[src/rtl/core/lccs_pkg.sv]
// Shared constants, types and helper functions for the lattice Cantor code step unit.
package lccs_pkg;

  // Representable coordinates have a zigzag value below 2^CoordBits
  localparam int unsigned CoordBits = 16;
  localparam logic [31:0] ZzLimit   = 32'(1) << CoordBits;

  // Field and datapath widths
  localparam int unsigned CmdW   = 2;
  localparam int unsigned DirW   = 2;
  localparam int unsigned CoordW = 16;
  localparam int unsigned CodeW  = 33;
  localparam int unsigned RadW   = CodeW + 3;     // 8*code+1
  localparam int unsigned Cells  = RadW / 2;      // one root bit per cell
  localparam int unsigned RootW  = Cells;
  localparam int unsigned WW     = RootW - 1;     // triangular row index
  localparam int unsigned PtW    = WW + 1;        // signed point after unzig, room for a step
  localparam int unsigned ZzW    = PtW + 1;       // zigzag of a stepped point
  localparam int unsigned SumW   = ZzW + 1;       // a + b

  // Command codes
  localparam logic [CmdW-1:0] CmdEncode = 2'd0;
  localparam logic [CmdW-1:0] CmdDecode = 2'd1;
  localparam logic [CmdW-1:0] CmdStep   = 2'd2;

  // Step directions
  localparam logic [DirW-1:0] DirPosX = 2'd0;
  localparam logic [DirW-1:0] DirNegX = 2'd1;
  localparam logic [DirW-1:0] DirPosY = 2'd2;
  localparam logic [DirW-1:0] DirNegY = 2'd3;

  // One transaction as it travels down the pipe
  typedef struct packed {
    logic [CmdW-1:0]          cmd;
    logic signed [CoordW-1:0] x;
    logic signed [CoordW-1:0] y;
    logic [CodeW-1:0]         code;
    logic [DirW-1:0]          dir;
  } item_t;

  // Contents of one square root cell
  typedef struct packed {
    logic            valid;
    item_t           item;
    logic [RadW-1:0] rem;
    logic [RadW-1:0] root;
  } cell_t;

  // Zigzag value below the representable limit
  function automatic logic zz_in_range(input logic [ZzW-1:0] v);
    return 32'(v) < ZzLimit;
  endfunction

  // Natural to signed: even -> v/2, odd -> -(v+1)/2
  function automatic logic signed [PtW-1:0] unzig(input logic [WW-1:0] v);
    logic [PtW-1:0] ve;
    ve = PtW'(v);
    if (!v[0]) begin
      return signed'(ve >> 1);
    end
    return -signed'((ve + PtW'(1)) >> 1);
  endfunction

  // Signed to natural: c >= 0 -> 2c, c < 0 -> -2c-1
  function automatic logic [ZzW-1:0] zig(input logic signed [PtW-1:0] c);
    logic [ZzW-1:0] d;
    d = {c, 1'b0};
    return c[PtW-1] ? ~d : d;
  endfunction

endpackage

[src/rtl/core/lattice_cantor_code_step.sv]
// Top level: 18-cell square root chain followed by the pairing back end.
// done_o marks each result once it has passed the 18 root cells and the 7 back-end stages.
// Throughput: one transaction per clock; busy stays low, the pipe never stalls.
// The receiver cannot stall: each result shows for one cycle, marked by done_o.
// Reset clears only the stage valid bits; no transaction is in flight after reset.
module lattice_cantor_code_step (
  input  logic                               clk_i,
  input  logic                               rst_ni,
  input  logic                               start,
  output logic                               busy,
  input  logic [lccs_pkg::CmdW-1:0]          command_i,
  input  logic signed [lccs_pkg::CoordW-1:0] x_coord_i,
  input  logic signed [lccs_pkg::CoordW-1:0] y_coord_i,
  input  logic [lccs_pkg::CodeW-1:0]         code_in_i,
  input  logic [lccs_pkg::DirW-1:0]          direction_i,
  output logic                               done_o,
  output logic [lccs_pkg::CodeW-1:0]         code_out_o,
  output logic signed [lccs_pkg::CoordW-1:0] x_out_o,
  output logic signed [lccs_pkg::CoordW-1:0] y_out_o,
  output logic                               status_o
);

  localparam int unsigned Cells = lccs_pkg::Cells;

  lccs_pkg::cell_t chain [0:Cells];

  assign busy = 1'b0;

  // Chain head: radicand 8*code+1, root starts at zero
  assign chain[0] = '{
    valid: start,
    item:  '{cmd: command_i, x: x_coord_i, y: y_coord_i, code: code_in_i, dir: direction_i},
    rem:   {code_in_i, 3'b001},
    root:  '0
  };

  // Square root cells
  for (genvar k = 0; k < Cells; k++) begin : g_cell
    lccs_sqrt_cell #(
      .Step(k)
    ) u_cell (
      .clk_i  (clk_i),
      .rst_ni (rst_ni),
      .cell_i (chain[k]),
      .cell_o (chain[k+1])
    );
  end

  // Pairing back end
  lccs_pair_unit u_pair (
    .clk_i      (clk_i),
    .rst_ni     (rst_ni),
    .cell_i     (chain[Cells]),
    .done_o     (done_o),
    .code_out_o (code_out_o),
    .x_out_o    (x_out_o),
    .y_out_o    (y_out_o),
    .status_o   (status_o)
  );

endmodule

[src/rtl/core/lccs_sqrt_cell.sv]
// One cell of the integer square root chain: resolves one root bit per stage.
module lccs_sqrt_cell #(
  parameter int unsigned Step = 0
) (
  input  logic             clk_i,
  input  logic             rst_ni,
  input  lccs_pkg::cell_t  cell_i,
  output lccs_pkg::cell_t  cell_o
);

  localparam int unsigned RadW = lccs_pkg::RadW;
  localparam logic [RadW-1:0] Bit = RadW'(1) << (RadW - 2 - 2 * Step);

  logic            valid_q;
  lccs_pkg::item_t item_q;
  logic [RadW-1:0] rem_d, rem_q;
  logic [RadW-1:0] root_d, root_q;
  logic [RadW-1:0] trial;

  // Restoring step: subtract root+bit when it fits
  always_comb begin
    trial = cell_i.root + Bit;
    if (cell_i.rem >= trial) begin
      rem_d  = cell_i.rem - trial;
      root_d = (cell_i.root >> 1) + Bit;
    end else begin
      rem_d  = cell_i.rem;
      root_d = cell_i.root >> 1;
    end
  end

  // Valid flag
  always_ff @(posedge clk_i or negedge rst_ni) begin
    if (!rst_ni) begin
      valid_q <= 1'b0;
    end else begin
      valid_q <= cell_i.valid;
    end
  end

  // Payload
  always_ff @(posedge clk_i) begin
    item_q <= cell_i.item;
    rem_q  <= rem_d;
    root_q <= root_d;
  end

  assign cell_o = '{valid: valid_q, item: item_q, rem: rem_q, root: root_q};

endmodule

[src/rtl/core/lccs_pair_unit.sv]
// Back end: triangular split, range checks, lattice step and Cantor re-encode.
module lccs_pair_unit (
  input  logic                               clk_i,
  input  logic                               rst_ni,
  input  lccs_pkg::cell_t                    cell_i,
  output logic                               done_o,
  output logic [lccs_pkg::CodeW-1:0]         code_out_o,
  output logic signed [lccs_pkg::CoordW-1:0] x_out_o,
  output logic signed [lccs_pkg::CoordW-1:0] y_out_o,
  output logic                               status_o
);

  localparam int unsigned CodeW  = lccs_pkg::CodeW;
  localparam int unsigned CoordW = lccs_pkg::CoordW;
  localparam int unsigned RootW  = lccs_pkg::RootW;
  localparam int unsigned WW     = lccs_pkg::WW;
  localparam int unsigned PtW    = lccs_pkg::PtW;
  localparam int unsigned ZzW    = lccs_pkg::ZzW;
  localparam int unsigned SumW   = lccs_pkg::SumW;
  localparam int unsigned TriW   = 2 * WW + 1;
  localparam int unsigned ProdW  = 2 * SumW + 1;

  // Stage valid bits: A w, B t, C a/b, D points, E zig/sum, F triangle, G output
  logic [6:0] vld_q;

  always_ff @(posedge clk_i or negedge rst_ni) begin
    if (!rst_ni) begin
      vld_q <= '0;
    end else begin
      vld_q <= {vld_q[5:0], cell_i.valid};
    end
  end

  // Stage A: w = (isqrt(8c+1)-1)/2
  logic [RootW-1:0] root_m1;
  lccs_pkg::item_t  item_a_q;
  logic [WW-1:0]    w_a_q;

  assign root_m1 = cell_i.root[RootW-1:0] - RootW'(1);

  always_ff @(posedge clk_i) begin
    item_a_q <= cell_i.item;
    w_a_q    <= root_m1[RootW-1:1];
  end

  // Stage B: t = w(w+1)/2
  logic [TriW-1:0]   tri_prod;
  lccs_pkg::item_t   item_b_q;
  logic [WW-1:0]     w_b_q;
  logic [TriW-2:0]   t_b_q;

  assign tri_prod = TriW'(w_a_q) * (TriW'(w_a_q) + TriW'(1));

  always_ff @(posedge clk_i) begin
    item_b_q <= item_a_q;
    w_b_q    <= w_a_q;
    t_b_q    <= tri_prod[TriW-1:1];
  end

  // Stage C: b = code - t, a = w - b
  logic [CodeW-1:0] diff_c;
  logic [WW-1:0]    b_c;
  lccs_pkg::item_t  item_c_q;
  logic [WW-1:0]    a_c_q, b_c_q;

  assign diff_c = item_b_q.code - t_b_q[CodeW-1:0];
  assign b_c    = diff_c[WW-1:0];

  always_ff @(posedge clk_i) begin
    item_c_q <= item_b_q;
    a_c_q    <= w_b_q - b_c;
    b_c_q    <= b_c;
  end

  // Stage D: decoded point, range check and the moved point
  logic                  dec_ok_d;
  logic signed [PtW-1:0] px_d, py_d, nx_d, ny_d;
  lccs_pkg::item_t       item_d_q;
  logic                  dec_ok_d_q;
  logic signed [PtW-1:0] px_q, py_q, nx_q, ny_q;

  always_comb begin
    dec_ok_d = lccs_pkg::zz_in_range(ZzW'(a_c_q)) && lccs_pkg::zz_in_range(ZzW'(b_c_q));
    if (item_c_q.cmd == lccs_pkg::CmdEncode) begin
      px_d = {{(PtW-CoordW){item_c_q.x[CoordW-1]}}, item_c_q.x};
      py_d = {{(PtW-CoordW){item_c_q.y[CoordW-1]}}, item_c_q.y};
    end else begin
      px_d = lccs_pkg::unzig(a_c_q);
      py_d = lccs_pkg::unzig(b_c_q);
    end
    nx_d = px_d;
    ny_d = py_d;
    if (item_c_q.cmd == lccs_pkg::CmdStep) begin
      case (item_c_q.dir)
        lccs_pkg::DirPosX: nx_d = px_d + PtW'(1);
        lccs_pkg::DirNegX: nx_d = px_d - PtW'(1);
        lccs_pkg::DirPosY: ny_d = py_d + PtW'(1);
        lccs_pkg::DirNegY: ny_d = py_d - PtW'(1);
        default:           nx_d = px_d;
      endcase
    end
  end

  always_ff @(posedge clk_i) begin
    item_d_q   <= item_c_q;
    dec_ok_d_q <= dec_ok_d;
    px_q       <= px_d;
    py_q       <= py_d;
    nx_q       <= nx_d;
    ny_q       <= ny_d;
  end

  // Stage E: zigzag of the target point and s = a + b
  logic [ZzW-1:0]        za_e, zb_e;
  lccs_pkg::item_t       item_e_q;
  logic                  dec_ok_e_q, enc_ok_e_q;
  logic signed [PtW-1:0] px_e_q, py_e_q, nx_e_q, ny_e_q;
  logic [ZzW-1:0]        zb_e_q;
  logic [SumW-1:0]       s_e_q;

  assign za_e = lccs_pkg::zig(nx_q);
  assign zb_e = lccs_pkg::zig(ny_q);

  always_ff @(posedge clk_i) begin
    item_e_q   <= item_d_q;
    dec_ok_e_q <= dec_ok_d_q;
    enc_ok_e_q <= lccs_pkg::zz_in_range(za_e) && lccs_pkg::zz_in_range(zb_e);
    px_e_q     <= px_q;
    py_e_q     <= py_q;
    nx_e_q     <= nx_q;
    ny_e_q     <= ny_q;
    zb_e_q     <= zb_e;
    s_e_q      <= SumW'(za_e) + SumW'(zb_e);
  end

  // Stage F: s(s+1)/2, kept modulo the code width
  logic [ProdW-1:0]      s_prod;
  lccs_pkg::item_t       item_f_q;
  logic                  dec_ok_f_q, enc_ok_f_q;
  logic signed [PtW-1:0] px_f_q, py_f_q, nx_f_q, ny_f_q;
  logic [ZzW-1:0]        zb_f_q;
  logic [CodeW-1:0]      tri_f_q;

  assign s_prod = ProdW'(s_e_q) * (ProdW'(s_e_q) + ProdW'(1));

  always_ff @(posedge clk_i) begin
    item_f_q   <= item_e_q;
    dec_ok_f_q <= dec_ok_e_q;
    enc_ok_f_q <= enc_ok_e_q;
    px_f_q     <= px_e_q;
    py_f_q     <= py_e_q;
    nx_f_q     <= nx_e_q;
    ny_f_q     <= ny_e_q;
    zb_f_q     <= zb_e_q;
    tri_f_q    <= s_prod[CodeW:1];
  end

  // Stage G: pick the result per command
  logic [CodeW-1:0]      enc_code;
  logic [CodeW-1:0]      code_d, code_q;
  logic signed [PtW-1:0] ox_d, oy_d;
  logic [CoordW-1:0]     x_q, y_q;
  logic                  status_d, status_q;

  assign enc_code = tri_f_q + CodeW'(zb_f_q);

  always_comb begin
    code_d   = item_f_q.code;
    ox_d     = '0;
    oy_d     = '0;
    status_d = 1'b1;
    case (item_f_q.cmd)
      lccs_pkg::CmdEncode: begin
        if (enc_ok_f_q) begin
          code_d   = enc_code;
          ox_d     = nx_f_q;
          oy_d     = ny_f_q;
          status_d = 1'b0;
        end else begin
          code_d = '0;
        end
      end
      lccs_pkg::CmdDecode: begin
        if (dec_ok_f_q) begin
          ox_d     = px_f_q;
          oy_d     = py_f_q;
          status_d = 1'b0;
        end
      end
      lccs_pkg::CmdStep: begin
        if (dec_ok_f_q && enc_ok_f_q) begin
          code_d   = enc_code;
          ox_d     = nx_f_q;
          oy_d     = ny_f_q;
          status_d = 1'b0;
        end else if (dec_ok_f_q) begin
          ox_d = px_f_q;
          oy_d = py_f_q;
        end
      end
      default: begin
        code_d = item_f_q.code;
      end
    endcase
  end

  always_ff @(posedge clk_i) begin
    code_q   <= code_d;
    x_q      <= ox_d[CoordW-1:0];
    y_q      <= oy_d[CoordW-1:0];
    status_q <= status_d;
  end

  assign done_o     = vld_q[6];
  assign code_out_o = code_q;
  assign x_out_o    = signed'(x_q);
  assign y_out_o    = signed'(y_q);
  assign status_o   = status_q;

endmodule

[config.mk]
export PLATFORM = sky130hd
export DESIGN_NAME = lattice_cantor_code_step
export DESIGN_NICKNAME = d
export VERILOG_FILES = /design/src/rtl/core/lccs_pkg.sv /design/src/rtl/core/lattice_cantor_code_step.sv /design/src/rtl/core/lccs_sqrt_cell.sv /design/src/rtl/core/lccs_pair_unit.sv
export SDC_FILE = /design/constraint.sdc
export NUM_CORES = 2
export LEC_CHECK = 0
export ABC_AREA = 1
export ABC_CLOCK_PERIOD_IN_PS = 21600
export BUFFER_PORTS_ARGS = -buffer_cell sky130_fd_sc_hd__buf_4
export CAP_MARGIN = 20
export CORE_UTILIZATION = 35
export DETAILED_ROUTE_END_ITERATION = 10
export GPL_TIMING_DRIVEN = 0
export PLACE_DENSITY = 0.51
export SYNTH_ARGS = -nofsm -noshare
export SYNTH_HDL_FRONTEND = slang
export SYNTH_SLANG_ARGS = --single-unit
export TNS_END_PERCENT = 5
[constraint.sdc]
create_clock -name clk_i -period 21.6 [get_ports clk_i]
set_input_delay 5.4 -clock clk_i [delete_from_list [all_inputs] [get_ports clk_i]]
set_output_delay 5.4 -clock clk_i [all_outputs]
set_load 0.01 [all_outputs]
==> impl_metrics.ini <==
[outcome]
status = completed

[cts]
cts_tree = built
post-cts-setup-buffer-count = 0
numCtsBuffers = 280
cts-htree-levels = 5
postCtsHoldBufs = 0
clock_sinks = 2496
clk_path_buf_depth = 4
cts_root_buf = clkbuf_16
cts.repair.resized = 0
clkTransAtPathRegs_ps = 60
clock_latency_ps = 930

[drt]
wl_met1_mm = 101
drc = 0
highest_layer = met5
wl_met3_mm = 10.0
wirelength_mm = 221
firstDrtPassIters = 5
dr_total_vias = 58000
antenna_left = 0
wl_per_cell_um = 17.0
viasPerCell = 4.46
wl_met2_mm = 103
drt-initial-drc-count = 3156

[synth]
syn_inst = 8972
synth_cell_types = 66
syn_area_um2 = 90400
synth_edf_count = 0
muxShareOfSynthArea = 0.000111
synth_compound_area_frac = 0.0645
ys_seq_elements = 2496
synth-xor-area-share = 0.0395
synth_top_family_by_area = adder cells
synth_top_area_share = 0.547
synthTopCellsByArea = dfxtp_1, fa_1, ha_1
synth_adder_area_share = 0.159
async_flop_share = 0.0100
ys.flop_type = dfxtp_1
synth_top_cell_by_area = dfxtp_1
synth_warnings = 0
ys_seq_area_frac = 0.554
synth.avg_cell_area_um2 = 10.1
yosys.area_share.simple = 0.120

[timing]
fin_skew_ps = 71.0
setup_viol_count_final = 0
slew_viol_final = 0
rsz0062_at_grt = no
fmax_mhz = 102
period_share = 0.453
relSlewSlack = 0.224
worst_pin_slew_ps = 1150
tns_ps = 0
fin_crit_ps = 9790
finalHoldViolations = 0

[grt]
track_usage = 0.171
grt_max_degree = 26
grt_overflow_total = 0
antenna_found_initial = 17
grt_pass1_wl_mm = 341
grt_pass1_vias = 58700

[finish]
most-common-layout-cells = dfxtp_1, inv_1, nand2_1
synthToLayoutAreaGrowth_pct = 16.1
nets = 10400
fill_cells = 24900
final_common_cell = dfxtp_1
fin_cells = 13000
drive_gt1_frac = 0.0705

[run]
max_cap_violations = 0

[floorplan]
die-area_um2 = 260000
num_io_pins = 140
fp.coreArea_um2 = 257000
dieHeight_um = 510
fp.dieW_um = 510
initial_utilization = 0.352
row_count = 186

[setup_path]
crit_top_cell = fa_1
criticalPathCategory = register to register
cp.required_ps = 22410
crit_arrival_ps = 10610
startpoint_type = register
slowest_stage = clkbuf_1
crit_fanout = 10
end_kind = register
max_stage_delay_ps = 760

[worst_hold_path]
holdCritPathClass = register to register

[placement]
placed_cells = 12500
place_congestion = 0.909
post-dp-hpwl_mm = 173
portBuffers = 138
synthesized netlist by cell type (5+ instances only):
master and instances:
fa_1 424, o2111ai_1 9, nand2_2 5, inv_2 6, o21a_1 15, dfrtp_1 25, buf_2 20, o221ai_1 7
a21o_1 19, o21bai_1 24, xnor2_1 148, nand4_1 94, clkbuf_1 96, clkinv_1 23, o21ai_1 11, nand2_1 1307
a21boi_0 13, dfxtp_1 2471, or2_2 41, o21ai_0 412, nand3b_1 18, ha_1 473, o211ai_1 18, nor2_1 764
a32o_1 6, nor4_1 26, xor2_1 260, a31oi_1 28, a21oi_1 446, nand3_1 247, buf_1 8, a211oi_1 11
inv_1 1343, nor3_1 70, nor2_2 8, and3_1 5, o31ai_1 16, and2_1 5
registers in the layout (all words and copies together), names as in the netlist, 19 cells and up:
signal / count
g_cell.u_cell.cell_o: 1242
g_cell.u_cell.rem_q: 306
g_cell.u_cell.root_q: 171
u_pair.item_a_q: 69
u_pair.item_b_q: 69
u_pair.item_c_q: 69
u_pair.item_d_q: 35
u_pair.item_e_q: 35
u_pair.item_f_q: 35
u_pair.code_out_o: 33
u_pair.tri_f_q: 33
u_pair.s_e_q: 19
layout make-up:
| class | count | area, um2 | area share |
|---|---|---|---|
| sequential | 2496 | 50100 | 0.477 |
| clock inverter | 101 | 1200 | 0.0114 |
| antenna | 11 | 27.5 | 0.000262 |
| timing repair buffer | 144 | 1100 | 0.0104 |
| inverter | 1373 | 5160 | 0.0491 |
| multi-input combinational | 4991 | 34700 | 0.331 |
| buffer | 127 | 508 | 0.00484 |
| tap | 3384 | 4230 | 0.0403 |
| clock buffer | 382 | 7950 | 0.0757 |
kinds of logic after synthesis:
| family | count (synthesis) |
|---|---|
| adders and majority gates | 897 |
| buffers and inverters | 1500 |
| AOI/OAI and AO/OA | 1062 |
| xor gates and xnor gates | 408 |
| muxes | 1 |
| and+or+nand+nor | 2606 |
| other | 2 |
| DFF | 2496 |
final timing paths:
path | start | to | slack [ps] | depth (start not counted)
min in group asynchronous | rst_ni | g_cell[8].u_cell.valid_q | 4360 | 1
max reg2reg | u_pair.s_e_q[6] | u_pair.tri_f_q[28] | 11810 | 31
min reg2reg | g_cell[17].u_cell.cell_o[84] | u_pair.item_a_q[12] | 270 | 0
min | g_cell[17].u_cell.cell_o[84] | u_pair.item_a_q[12] | 270 | 0
max | u_pair.s_e_q[6] | u_pair.tri_f_q[28] | 11810 | 31
max in group asynchronous | rst_ni | u_pair.vld_q[6] | 16920 | 1
through the flow:
stage | util | hold WS [ps] | setup slack [ps] | area, um2
after floorplan | - | 310 | 14400 | 90500
after global placement | 0.373 | 310 | 11780 | 95700
after detailed placement | 0.373 | 312 | 11860 | 95800
after CTS | 0.409 | 261 | 11760 | 105000
after global routing | 0.409 | 270 | 11370 | 105000
final | 0.409 | 270 | 11810 | 105000
per-layer routing:
layer  vias to the layer above  GRT usage
li1                      29000          -
met1                     27300      0.225
met2                      1293      0.284
met3                       410     0.0275
met4                         2     0.0584
met5                         -          0
critical path: cells and delay by family, from the launching register on:
kind / cells / cell delay (ps)
AOI/OAI and AO/OA: 4 / 1050
xor gates and xnor gates: 1 / 160
adders and majority gates: 9 / 4110
buffers and inverters: 9 / 2760
DFF: 1 / 430
and+or+nand+nor: 8 / 1170
Power is left out: the tool's default activity adds up to more than one toggle a clock period on the data nets, which glitch-free logic cannot reach.
